<file path="config.mk">
export PLATFORM = sky130hd
export DESIGN_NAME = smr_queue
export DESIGN_NICKNAME = d
export VERILOG_FILES = /design/src/design/smr_queue.sv
export SDC_FILE = /design/constraint.sdc
export NUM_CORES = 1
export LEC_CHECK = 0
export BUFFER_PORTS_ARGS = -buffer_cell sky130_fd_sc_hd__buf_2
export CAP_MARGIN = 0
export CORE_MARGIN = 2
export CORE_UTILIZATION = 35
export DETAILED_ROUTE_END_ITERATION = 16
export GPL_TIMING_DRIVEN = 0
export PLACE_DENSITY_LB_ADDON = 0.25
export SETUP_SLACK_MARGIN = 0.2
export SYNTH_ARGS = -nofsm -noshare
export SYNTH_HDL_FRONTEND = slang
export SYNTH_SLANG_ARGS = --single-unit
</file>
<file path="constraint.sdc">
create_clock -name clk -period 1.96 [get_ports clk]
set_clock_uncertainty 0.2 [all_clocks]
set_input_delay 0.098 -clock clk [delete_from_list [all_inputs] [get_ports clk]]
set_output_delay 0.098 -clock clk [all_outputs]
set_load 0.03 [all_outputs]
</file>
<file path="src/design/smr_queue.sv">
module smr_queue #(
  parameter int WIDTH = 8
) (
  input  logic             clk,
  input  logic             rst,
  input  logic             push_valid,
  output logic             push_ready,
  input  logic [WIDTH-1:0] push_data,
  output logic             pop_valid,
  input  logic             pop_ready,
  output logic [WIDTH-1:0] pop_data
);

  logic [WIDTH-1:0] slots [2];
  logic             wr_ptr;
  logic             rd_ptr;
  logic [1:0]       count;
  logic             do_push;
  logic             do_pop;

  assign push_ready = (count != 2'd2);
  assign pop_valid  = (count != 2'd0);
  assign pop_data   = slots[rd_ptr];
  assign do_push    = push_valid && push_ready;
  assign do_pop     = pop_valid && pop_ready;

  always_ff @(posedge clk) begin
    if (do_push) begin
      slots[wr_ptr] <= push_data;
    end
  end

  always_ff @(posedge clk) begin
    if (rst) begin
      wr_ptr <= 1'b0;
      rd_ptr <= 1'b0;
      count  <= 2'd0;
    end else begin
      if (do_push) begin
        wr_ptr <= !wr_ptr;
      end
      if (do_pop) begin
        rd_ptr <= !rd_ptr;
      end
      case ({do_push, do_pop})
        2'b10:   count <= count + 2'd1;
        2'b01:   count <= count - 2'd1;
        default: count <= count;
      endcase
    end
  end

endmodule

</file>
* Word level (Yosys, flattened, before mapping) *
Memories as Yosys holds them, arrays and structs flattened. A register that Yosys moved wholly into a read port is not among the register bits.
Index checks and enable logic that the tools add are counted.

storage, ports and cells
  bits in registers = 4
  bits in latches = 0
  RAM bits = 16
  ROM bits = 0
  bits of input ports = 12
  output and inout port bits = 10
  logic and storage cells = 20
  memories kept = 1

memory list
  memory  depth  bits a word  rd ports  clocked after memory_dff  write ports  RTL line  text
  slots   2      8            1         1                         1            14        logic [WIDTH-1:0] slots [2];

operators by class
  add/sub/neg operators = 2
  $mul = 0
  divide/modulo/power cells = 0
  $lt $le $gt $ge = 0
  equal/unequal tests = 3
  shift operators = 0
  mux-type cells = 5
  bitwise gates (word level) = 0
  reduce and logical (&&, ||, !) cells = 6

operators with widths
  cell                   count
  $mux W1                4
  $pmux W2 S2            1
  $reduce_bool A2 Y1     2
  $add A2 B1 Y2 const B  1
  $eq A2 B1 Y1 const B   1
  $eq A2 B2 Y1 const B   1
  $logic_and A1 B1 Y1    2
  $logic_not A1 Y1       2
  $ne A2 B2 Y1 const B   1
  $sub A2 B1 Y2 const B  1

* Depth between registers and ports, before layout *
  depth in word-level cells = 4
  mapped depth = 6
  gate-level depth less buffers = 6

* Least setup slack after synthesis *
No wires, ideal clock.

  path kind = register -> register
  start = register count[0]
  end = register count[1]
  library setup time = 70 ps
  arrival = 1633 ps
  data required time = 1690 ps
  path slack = 58 ps
  cell stages (with the launch flop) = 6
  path buffers = 0
  period minus slack after synthesis = 1902 ps
  path through = dfxtp_1 > nand2b_1 > nand2_1 > ha_1 > or3_1 > a21oi_1

on the way
  longest elaborated chain between the ends = 4
  elaborated cells between the ends (all ways) = 10
  classes of those cells = 2 x add/sub; 3 x eq/ne; 1 x mux; 4 x reduce/logical

RTL lines
  what                                               RTL line  text
  from (decl)                                        17        logic [1:0] count;
  from (signal assigned)                             46        2'b10: count <= count + 2'd1;
  from (signal assigned)                             47        2'b01: count <= count - 2'd1;
  from (signal assigned)                             48        default: count <= count;
  $ne A2 B2 Y1 (*)                                   21        assign push_ready = (count != 2'd2);
  net push_ready                                     7         output logic push_ready,
  $logic_and A1 B1 Y1 (*)                            24        assign do_push = push_valid && push_ready;
  $eq A2 B1 Y1 or $eq A2 B2 Y1 (tied branches)       45        case ({do_push, do_pop})
  $pmux W2 S2 or $reduce_bool A2 Y1 (tied branches)  --

The timed path passes the listed nets; every way through them passes the cells marked *.
A chain may end at the register's enable or synchronous reset.

==> results by group <==
Routing
  – Routed vias/inst: 4.438
  – Initial DRC Count: 5
  – Routed vias: 497
  – DRC: 0
  – Routed WL: 1.232 mm
  – DRT Pass-1 Iters: 2
  – Drt wl/cell: 11.00 µm
  – Antenna Nets Post-Route: 0

Timing
  – Crit share post-route: 85.04%
  – Rel. slew slack: 75.76%
  – Highest clock rate: 0.6000 GHz
  – Final TNS setup: 0 ns
  – Pins Over Slew Limit: 0
  – RSZ-0062 raised after global routing: false
  – Min cycle time layout: 1.667 ns
  – # setup viols final: 0
  – Endpoints failing hold: 0
  – Least-Margin Pin Slew: 0.3637 ns

Global routing
  – Grt ovf: 0
  – Largest net degree at the start of global routing: 13
  – Antenna violations before repair: 0
  – GRT Total Usage: 10.09%
  – Vias in the first global route: just under 500
  – First-pass GRT wire length: between 1.5 and 2 mm

Logic synthesis
  – Synth top area share: 60.19%
  – Library cells used by synthesis: 19
  – Synth area leaders: edfxtp_1 (60%), dfxtp_1 (13%), mux2_2 (11%)
  – Post-synth ARST share: 0%
  – Post-synth top cells: edfxtp_1 (16), mux2_2 (8), dfxtp_1 (5)
  – Mapped Cells: 49
  – Number of enable flip-flop cells after synthesis: 16
  – Mapped Avg Cell Area: 16.29 µm²
  – Top-count cell post-synth: edfxtp_1
  – Register area share after synthesis: 72.73%
  – Synthesized area: 798.3 µm²
  – Post-synth top flop: edfxtp_1
  – Yosys warns: 0
  – Syn nets: 62
  – Synth area leader: edfxtp_1
  – Register bit total from synthesis: 21

Floorplanning
  – Core ar.: 2191 µm²
  – Die Width: 51.76 µm
  – Initial Util: 36.44%
  – Die area: 2679 µm²
  – # IOs: 22
  – Num rows: 17
  – Die Span Y: slightly above 50 µm

Worst setup path
  – Worst-path fanout max: 8
  – FF-to-FF End: count[1]$_SDFFE_PP0P_
  – CP arrival: approximately 1.4 ns
  – Critical path's most frequent cell: buf_2
  – Critical setup path kind: flip-flop to output port
  – WP buf/inv: 2
  – CP cell instances: buf_2 -> mux2_2 -> buf_2
  – CP max stage cell: mux2_2
  – Worst setup SP type: flip-flop
  – Worst path max stage delay: around 0.37 ns
  – R2r setup slk: roughly 0.33 ns
  – Worst r2r src: count[0]$_SDFFE_PP0P_
  – R2r worst-path depth: 5
  – Crit. End Element: output port
  – Top Family by Delay on Critical Path: buffers and inverters
  – Critical path required time: 1.66 ns

Finish
  – Final nets: 98
  – Post-layout util: 49.80%
  – Layout cell share with drive strength beyond 1: 47.62%
  – Fill cells: just under 200
  – Antenna cell count: 0
  – Area Growth Syn to Fin: 36.68%

Clock network
  – CTS clk-pin slew, worst paths: between 0.1 and 0.15 ns
  – Clock Latency Late Sink: 0.30 ns
  – Inserted Clock Buffers: 3
  – Longest Clk Path Bufs: 2
  – Clock sinks: 21
  – Root buffer cell: clkbuf_4
  – TritonCTS clock tree: done
  – CTS H-tree depth: 1

Place
  – IO Port Bufs: 21
  – HPWL after detailed placement: 848.1 µm
  – Routability congestion estimate: around 0.58

Worst hold path
  – Worst Hold Depth: 4
  – Min-delay worst type: input port to flip-flop
  – WHS Endpoint: rd_ptr$_SDFFE_PP0P_
  – Min-delay src: pop_ready

Power and ir drop
  – Switch share: 36.02%
  – Power Density: 1290 nW/µm²
  – Comb pwr share: 41.1%
  – Sw Pwr: 0.5069 mW
  – Clk pwr share: between 10% and 20%
  – Leak: 0.4277 nW
  – Flop pwr share: 44.4%
  – Pwr Total: 1.407 mW
  – Cell-internal power: 0.9003 mW
  – Peak supply drop: 999.8 µV

Run
  – Maxcap violations: 0

Run status
  – Status: complete, no violations
==> cell type report <==
type | count | area [µm²] | share of cell area, %
repair buffers | 31 | 205.2 | 18.81
flip-flops and latches | 21 | 585.6 | 53.67
clock buffers | 3 | 22.52 | 2.064
plain buffers | 1 | 5.005 | 0.4587
well taps | 28 | 35.03 | 3.211
inverters | 1 | 3.754 | 0.3440
clock inverters | 1 | 5.005 | 0.4587
multi-input cells | 26 | 229.0 | 20.99
==> flip-flops by register name, indices dropped and copies added, names as in the netlist, named ones only <==
register,flops
slots,16
count,2
rd_ptr,1
wr_ptr,1
==> cell families after synthesis <==
family,share of synthesized area (%)
adders and majority gates,1.567
DFF,72.73
AOI/OAI and AO/OA,4.075
xor gates and xnor gates,3.292
buffers and inverters,1.096
muxes,11.29
and+or+nand+nor,5.958
==> through the flow <==
stage,hold WS [ns],std cells,cell area [µm²],setup slack (ns)
global placement,0.08658,98,945.9,0.2541
floorplan,-0.03293,49,805.8,0.2475
CTS,0.02439,112,1074,0.2131
finish,0.07504,112,1091,0.2933
global route,0.1031,112,1091,0.2069
detailed placement,0.09265,98,945.9,0.2350
==> what timing repair did <==
item / CTS / global route
hold endpoints to repair: 21 / 0
setup buffers: 0 / 0
hold buffers: 10 / 0
resized for setup: 0 / 4
setup endpoints to repair: 0 / 1
==> power groups by stage <==
stage               combinational [mW]  clock (mW)  sequential (mW)
detailed placement               0.549           0            0.627
global route                     0.632       0.228            0.637
CTS                              0.566       0.208            0.618
finish                           0.578       0.204            0.625
floorplan                        0.429           0            0.617
global placement                 0.543           0            0.625
==> layout by cell type, fill, tap and decap left out, types with 2 or more instances in the layout <==
master         instances
buf_2                 22
dfxtp_1                3
clkbuf_4               3
dlygate4sd3_1         10
nor2_1                 3
a21oi_1                2
mux2_2                 8
xnor2_1                2
edfxtp_1              16
==> tightest hold or removal path: stages <==
cell and delay, ns:
buf_2 0.08, o21a_1 0.19, xnor2_1 0.10, nor2_1 0.08
==> worst max path at each step <==
stage	startpoint	endpoint	slack, ns	cells past startpoint
2_1_floorplan	count[0]$_SDFFE_PP0P_	count[1]$_SDFFE_PP0P_	0.25	5
3_3_place_gp	count[0]$_SDFFE_PP0P_	count[1]$_SDFFE_PP0P_	0.25	5
3_5_place_dp	count[0]$_SDFFE_PP0P_	count[1]$_SDFFE_PP0P_	0.23	5
4_1_cts	count[0]$_SDFFE_PP0P_	count[1]$_SDFFE_PP0P_	0.21	5
5_1_grt	flip-flop	pop_data[5]	0.21	3
6_report	flip-flop	pop_data[5]	0.29	3
==> per-layer routing <==
metal	part of all wire [%]	wire length, µm	vias to the layer above	global-route usage [%]
met1	44	544	230	12.26
met4	1.8	22	0	5.263
met2	48	593	16	16.45
li1	-	-	249	-
met5	0	0	-	0
met3	5.8	71	2	2.586
Note: power is estimated with default switching activity, not from simulation.
