**config.mk**
```make
export PLATFORM = sky130hd
export DESIGN_NAME = smr_front
export DESIGN_NICKNAME = d
export VERILOG_FILES = /design/src/design/smr_pkg.sv /design/src/design/smr_front.sv
export SDC_FILE = /design/constraint.sdc
export NUM_CORES = 1
export LEC_CHECK = 0
export ABC_AREA = 1
export BUFFER_PORTS_ARGS = -buffer_cell sky130_fd_sc_hd__buf_2
export CORE_MARGIN = 5
export CORE_UTILIZATION = 50
export CTS_BUF_LIST = sky130_fd_sc_hd__clkbuf_8 sky130_fd_sc_hd__clkbuf_16
export CTS_CLUSTER_DIAMETER = 100
export DETAILED_ROUTE_END_ITERATION = 7
export GPL_TIMING_DRIVEN = 0
export PLACE_DENSITY = 0.79
export SYNTH_ARGS = -nofsm -noshare
export SYNTH_HDL_FRONTEND = slang
export SYNTH_SLANG_ARGS = --single-unit
```
**constraint.sdc**
```tcl
create_clock -name clk -period 8.5 [get_ports clk]
set_input_delay 1.7 -clock clk [delete_from_list [all_inputs] [get_ports clk]]
set_output_delay 1.7 -clock clk [all_outputs]
set_load 0.01 [all_outputs]
```
**src/design/smr_pkg.sv**
```systemverilog
package smr_pkg;

  localparam int DATA_W     = 32;
  localparam int DIM_W      = 7;
  localparam int ANGLE_W    = 2;
  localparam int CFG_IDX_W  = 2;
  localparam int CFG_DATA_W = 32;

  localparam logic [DIM_W-1:0] DIM_RESET = 7'd64;

  // register indexes on the configuration port
  localparam logic [CFG_IDX_W-1:0] REG_DIMENSION = 2'd0;
  localparam logic [CFG_IDX_W-1:0] REG_ANGLE     = 2'd1;

  // item kinds
  localparam logic MODE_STORE = 1'b0;
  localparam logic MODE_FETCH = 1'b1;

  typedef enum logic [ANGLE_W-1:0] {
    ROT_0   = 2'd0,
    ROT_90  = 2'd1,
    ROT_180 = 2'd2,
    ROT_270 = 2'd3
  } angle_t;

  // what travels with each queued operation besides address and data
  typedef struct packed {
    logic fetch;
    logic row_end;
    logic matrix_end;
  } op_t;

  localparam int OP_W = $bits(op_t);

endpackage

```
**src/design/smr_front.sv**
```systemverilog
module smr_front #(
  parameter int MAX_DIM = 64
) (
  input  logic                                  clk,
  input  logic                                  rst,
  input  logic                                  in_valid,
  output logic                                  in_ready,
  input  logic                                  mode,
  input  logic signed [smr_pkg::DATA_W-1:0]     element_in,
  input  logic                                  cfg_valid,
  output logic                                  cfg_ready,
  input  logic [smr_pkg::CFG_IDX_W-1:0]         cfg_index,
  input  logic [smr_pkg::CFG_DATA_W-1:0]        cfg_data,
  output logic                                  push_valid,
  input  logic                                  push_ready,
  output smr_pkg::op_t                          push_op,
  output logic [$clog2(MAX_DIM*MAX_DIM)-1:0]    push_addr,
  output logic [smr_pkg::DATA_W-1:0]            push_data
);

  localparam int SW = $clog2(MAX_DIM + 1);
  localparam int PW = $clog2(MAX_DIM);
  localparam int AW = $clog2(MAX_DIM * MAX_DIM);
  localparam int CW = (SW > smr_pkg::DIM_W) ? SW : smr_pkg::DIM_W;
  localparam int MW = PW + SW + 1;

  logic [smr_pkg::DIM_W-1:0] dimension;
  smr_pkg::angle_t           angle;
  logic [AW-1:0]             load_position;
  logic [PW-1:0]             out_row;
  logic [PW-1:0]             out_col;
  logic                      loaded;

  logic [SW-1:0]   side;
  logic [PW-1:0]   last;
  logic [2*SW-1:0] area_last;
  logic [PW-1:0]   src_row;
  logic [PW-1:0]   src_col;
  logic [MW-1:0]   src_index;
  logic            take;
  logic            is_store;
  logic            col_last;
  logic            row_last;

  // dimension of zero acts as one, anything above the store acts as the full size
  always_comb begin
    if (dimension == '0) begin
      side = SW'(1);
    end else if (CW'(dimension) > CW'(MAX_DIM)) begin
      side = SW'(MAX_DIM);
    end else begin
      side = SW'(dimension);
    end
  end

  assign last      = PW'(side - SW'(1));
  assign area_last = (2*SW)'(side) * (2*SW)'(side) - (2*SW)'(1);
  assign col_last  = (out_col == last);
  assign row_last  = (out_row == last);

  always_comb begin
    case (angle)
      smr_pkg::ROT_90: begin
        src_row = out_col;
        src_col = last - out_row;
      end
      smr_pkg::ROT_180: begin
        src_row = last - out_row;
        src_col = last - out_col;
      end
      smr_pkg::ROT_270: begin
        src_row = last - out_col;
        src_col = out_row;
      end
      default: begin
        src_row = out_row;
        src_col = out_col;
      end
    endcase
  end

  assign src_index = MW'(src_row) * MW'(side) + MW'(src_col);

  assign cfg_ready = 1'b1;
  // a register write takes the cycle, so no item is taken beside it
  assign in_ready  = push_ready && !cfg_valid;
  assign take      = in_valid && in_ready;
  assign is_store  = (mode == smr_pkg::MODE_STORE);

  // a fetch before the matrix is complete is taken and dropped
  assign push_valid         = take && (is_store || loaded);
  assign push_op.fetch      = !is_store;
  assign push_op.row_end    = col_last;
  assign push_op.matrix_end = col_last && row_last;
  assign push_addr          = is_store ? load_position : src_index[AW-1:0];
  assign push_data          = element_in;

  always_ff @(posedge clk) begin
    if (rst) begin
      dimension     <= smr_pkg::DIM_RESET;
      angle         <= smr_pkg::ROT_0;
      load_position <= '0;
      out_row       <= '0;
      out_col       <= '0;
      loaded        <= 1'b0;
    end else if (cfg_valid && cfg_ready) begin
      if (cfg_index == smr_pkg::REG_DIMENSION) begin
        dimension     <= cfg_data[smr_pkg::DIM_W-1:0];
        load_position <= '0;
        out_row       <= '0;
        out_col       <= '0;
        loaded        <= 1'b0;
      end else if (cfg_index == smr_pkg::REG_ANGLE) begin
        angle   <= smr_pkg::angle_t'(cfg_data[smr_pkg::ANGLE_W-1:0]);
        out_row <= '0;
        out_col <= '0;
      end
    end else if (take) begin
      if (is_store) begin
        // a store after a full load starts a new matrix
        if (loaded) begin
          out_row <= '0;
          out_col <= '0;
        end
        if ((2*SW)'(load_position) == area_last) begin
          load_position <= '0;
          loaded        <= 1'b1;
        end else begin
          load_position <= load_position + AW'(1);
          loaded        <= 1'b0;
        end
      end else if (loaded) begin
        if (col_last) begin
          out_col <= '0;
          out_row <= row_last ? '0 : out_row + PW'(1);
        end else begin
          out_col <= out_col + PW'(1);
        end
      end
    end
  end

endmodule

```
Yosys cells after proc, flatten, opt, wreduce, memory -nomap -nowiden

Index checks and enable logic that the tools add are counted.

Add/sub/neg operators: 8
Multiply operators: 2
Divide/modulo/power cells: 0
$lt $le $gt $ge: 1
Equality and inequality tests: 11
Shift operators: 0
Multiplexer cells: 29
Bitwise operators: 2
Reduce and logical (&&, ||, !) cells: 15

Operators by type and width:

| operator              | count |
|---|---|
| $mux 6                | 14 |
| $mux 12               | 6 |
| $pmux 6 s3            | 2 |
| $eq 12x14->1          | 1 |
| $mul 7x7->14          | 1 |
| $mux 7                | 2 |
| $sub 14x1->14 const B | 1 |
| $add 12x1->12 const B | 1 |
| $add 12x6->12         | 1 |
| $add 6x1->6 const B   | 2 |
| $eq 6x6->1            | 2 |
| $mul 6x7->12          | 1 |
| $sub 6x6->6           | 2 |
| $reduce_and 3->1      | 3 |
| $gt 7x7->1 const B    | 1 |
| $logic_not 7->1       | 1 |
| $ne 3x1->1 const B    | 2 |
| $sub 6x1->6 const B   | 1 |
| $mux 1                | 5 |
| $eq 2x1->1 const B    | 2 |
| $eq 2x2->1 const B    | 2 |
| $logic_and 1x1->1     | 4 |
| $ne 2x1->1 const B    | 2 |
| $reduce_and 4->1      | 1 |
| other kinds (6)       | 8 |

Register bits: 34
Bits in latches: 0
Bits in writable memories: 0
Memory bits (read-only): 0
Input port bits: 72
Memories: 0

Longest topological paths before layout

Depth after elaboration: 11
Mapped depth: 38

Worst setup path after synthesis

Ideal clock, no wire load.

Path type: reg-to-output
From: register dimension[1] (netlist name)
To: output push_addr[8]
Arrival: 6,304 ps
Setup slack: 496 ps
Stages on the path, launching flop included: 36
Path through: dfxtp_1 > inv_1 > nor2_2 > clkinv_1 > ha_1 > xor2_1 > ha_1 > nand2_1 > o21ai_0 > nand2_1 > nand2_1 > nand2_1 > nand2_1 > inv_1 > nand2_1 > nand3_1 > nand3_1 > nand2_1 > inv_1 > nand2_1 > fa_1 > fa_1 > inv_1 > fa_1 > inv_1 > fa_1 > inv_1 > ha_1 > a21oi_1 > o21ai_0 > a21oi_1 > inv_1 > a21oi_1 > o21ai_0 > xor2_1 > o21ai_0

Word-level cells in the longest chain between the ends: 9
Elaborated cells on any way between the ends: 12
Classes of those cells: add/sub: 4; mul: 1; order compare: 1; mux: 5; reduce/logical: 1

RTL lines:

| element                        | RTL line         | text |
|---|---|---|
| from (decl)                    | smr_front.sv:27  | `logic [smr_pkg::DIM_W-1:0] dimension;` |
| from (signal assigned)         | smr_front.sv:100 | `dimension <= smr_pkg::DIM_RESET;` |
| from (signal assigned)         | smr_front.sv:108 | `dimension <= cfg_data[smr_pkg::DIM_W-1:0];` |
| $gt 7x7->1                     | smr_front.sv:49  | `end else if (CW'(dimension) > CW'(MAX_DIM)) begin` |
| $mux 7                         | smr_front.sv:49  |  |
| $mux 7 *                       | smr_front.sv:47  | `if (dimension == '0) begin` |
| $sub 6x1->6                    | smr_front.sv:56  | `assign last = PW'(side - SW'(1));` |
| $sub 6x6->6 (on tied branches) | -                |  |
| $pmux 6 s3                     | smr_front.sv:62  | `case (angle)` |
| $mul 6x7->12                   | smr_front.sv:82  | `assign src_index = MW'(src_row) * MW'(side) + MW'(src_col);` |
| $add 12x6->12 *                | smr_front.sv:82  |  |
| $mux 12 *                      | smr_front.sv:95  | `assign push_addr = is_store ? load_position : src_index[AW-1:0];` |
| to (decl)                      | smr_front.sv:17  | `output logic [$clog2(MAX_DIM*MAX_DIM)-1:0] push_addr,` |

Every way passes the cells marked *; elsewhere a longest branch is shown, timed or not.

Worst setup path in the final report

From: register dimension[6] (netlist name)
To: output push_addr[9]

Same word-level chain as after synthesis.

==> qor.yml <==
floorplan:
  chipWidth_um: 120
  fp.dieArea_um2: 14300
  pin_count: 122
  fp.dieH_um: 120
  rows: 40
  start_util: 0.506
  core_um2: 11900
power:
  leakagePower_nw: 3.55
  p_per_area_nw_per_um2: 90.9
  vdd_drop_max_v: 0.000107
  p_total_uw: 653
critical_path:
  worstPathArrival_ns: 6.57
  r2r_end: "load_position[2]"
  critPathCaptureType: "output port"
  reg2reg_slack_ns: 3.30
  reg2reg_from: "dimension[6]"
  cp-start-kind: "flip-flop"
  rr_worst_depth: 21
  crit_end: "push_addr[9]"
  critPathLaunch: "dimension[6]"
  crit_required_ns: 6.80
  cp_max_fo: 10
  critPathKind: "reg2out"
clock_tree:
  clkLatencyLatePin_ns: 0.29
  cts_buffers: 5
  clock_path_buffers: 2
  clkSlewWorstSetupHoldPaths_ns: 0.06
  numClockSinks: 34
  htreeDepth: 2
  cts_root_buf: "clkbuf_16"
  cts_tree: "done"
timing:
  fin_crit_ns: 8.27
  relSlewSlack: 0.583
  hold_violations: 0
  slew_viol_final: 0
  worstMarginPinSlew_ns: 0.626
  fmax_mhz: 121
  finalClockSkew_ns: 0.00905
  finalSetupTns_ns: 0
  finalCritPeriodShare: 0.973
  setup_viol: 0
routing:
  drc: 0
  drt_iter0_markers: 463
  route.vias.total: 5963
  postRouteAntennaNets: 0
  via_per_inst: 5.33
  first_pass_iters: 6
  finalWirelength_um: 16800
  drt-wirelength-per-cell_um: 15.0
final_layout:
  layout-area-overhead-vs-synth_pct: 19.2
  final_cell_mix: "nand2_1, inv_1, nor2_1, buf_2, ha_1"
  layout-drive-gt1-share: 0.230
  num_antenna_cells: 0
  final_area_um2: 7180
  final_common_cell: "nand2_1"
  final_cells: 1118
  regArea_um2: 694
  finalNetCount: 1154
  multi_input_area_um2: 4700
  fill_cells: 1075
synth:
  synth_area_leaders: "fa_1, ha_1, dfxtp_1"
  yosys.area.top_type: "fa_1"
  syn_area_um2: 6020
  synth_top_cell_area_share: 0.150
  synth_area_per_cell_um2: 6.90
  yosysSeqAreaShare: 0.113
  syn_inst: 873
  ys.warnings.count: 0
  ys_ff_latch: 34
  ys_types: 46
placed_design:
  dpl.hpwl_um: 13000
  placed_area_um2: 6550
  portBuffers: 62
  place_inst: 1090
  globalplace.congestion: 0.939
grt:
  grt_start_max_net_pins: 11
  grt_pass1_wl_um: 26700
  grt_usage: 0.227
  grt_pass1_vias: 5617
  overflow: 0
  antenna_found_initial: 0
worst_hold_path:
  hold_path.class: "reg2reg"
flow_run:
  cap_violations: 0
outcome:
  status: "finished, final reports clean"
-- critical path: stages (launching register included) --
cell and delay, ns:
dfxtp_4 0.38, buf_12 0.16, nor2_4 0.15, inv_2 0.07
o21ai_4 0.08, buf_4 0.26, ha_1 0.25, fa_1 0.47
o221ai_1 0.20, o21ai_0 0.24, inv_1 0.22, nand2_1 0.10
fa_1 0.49, fa_1 0.55, inv_1 0.06, fa_1 0.54
inv_1 0.06, fa_1 0.54, inv_1 0.06, ha_4 0.26
nand2_1 0.12, nor2_2 0.06, a21oi_2 0.15, inv_1 0.07
a31oi_1 0.17, xor2_1 0.32, o21ai_0 0.12, buf_2 0.15
-- metrics by stage --
stage               utilization  setup slack [ns]  hold WS, ns
floorplan                     -             0.496        0.459
global placement          0.550            -0.833        0.483
detailed placement        0.550            -0.844        0.497
CTS                       0.584            0.0276        0.504
global route              0.603           -0.0672        0.530
finish                    0.603             0.228        0.502
-- cells by family after synthesis --
family | share of synthesized area
AOI/OAI and AO/OA | 0.114
adders and majority gates | 0.289
DFF | 0.113
buffers and inverters | 0.159
and+or+nand+nor | 0.269
xor gates and xnor gates | 0.0553
other | 0.00125
-- metal layers --
metal | track usage | vias up | share of wire
met2 | 0.359 | 285 | 0.45
met1 | 0.308 | 2696 | 0.42
li1 | - | 2918 | -
met5 | 0 | - | 0
met4 | 0.0845 | 0 | 0.040
met3 | 0.0452 | 64 | 0.089
-- report_power, final --
group	switching [mW]	internal (mW)
combinational	0.179	0.116
sequential	0.00577	0.163
clock	0.0738	0.115
total	0.259	0.394
-- how the worst min path moves through the flow --
| stage | end | from | slack (ns) | cells after the start |
|---|---|---|---|---|
| after floorplan | loaded | loaded | 0.46 | 2 |
| after global placement | loaded | loaded | 0.48 | 2 |
| after detailed placement | loaded | loaded | 0.50 | 2 |
| after CTS | loaded | loaded | 0.50 | 2 |
| after global routing | loaded | loaded | 0.53 | 2 |
| final | loaded | loaded | 0.50 | 2 |
-- cell type report --
| cell class | instances | area share |
|---|---|---|
| clock buffer | 6 | 0.0193 |
| multi-input combinational | 633 | 0.655 |
| sequential | 34 | 0.0967 |
| clock inverter | 2 | 0.00122 |
| buffer | 49 | 0.0479 |
| tap | 147 | 0.0256 |
| inverter | 165 | 0.0884 |
| timing repair buffer | 82 | 0.0659 |
-- timing repair --
item,in CTS,in global routing
setup endpoints to repair,7,6
resized for setup,38,39
hold buffers,0,0
setup buffers,13,7
pin swaps,10,17
-- synthesized netlist by cell type, drive strengths merged --
master / number
buf: 39
conb: 2
nor3b: 4
nand4: 7
a22oi: 1
xor2: 26
clkinv: 3
dfxtp: 34
nor4: 3
or2: 2
o211ai: 2
o2111ai: 4
o21ai: 45
fa: 45
ha: 67
a21oi: 52
nand2: 186
nor3: 14
xnor2: 12
clkbuf: 10
inv: 162
a211oi: 2
o221ai: 4
o22ai: 3
o21bai: 1
a31oi: 4
nand3: 52
nor2: 82
nand3b: 2
a221oi: 2
o21a: 1
-- sequential cells by signal, indices dropped and copies added, names as in the netlist --
name	flops
angle	2
dimension	7
load_position	12
loaded	1
out_col	6
out_row	6
Power figures use the tool's default switching activity.
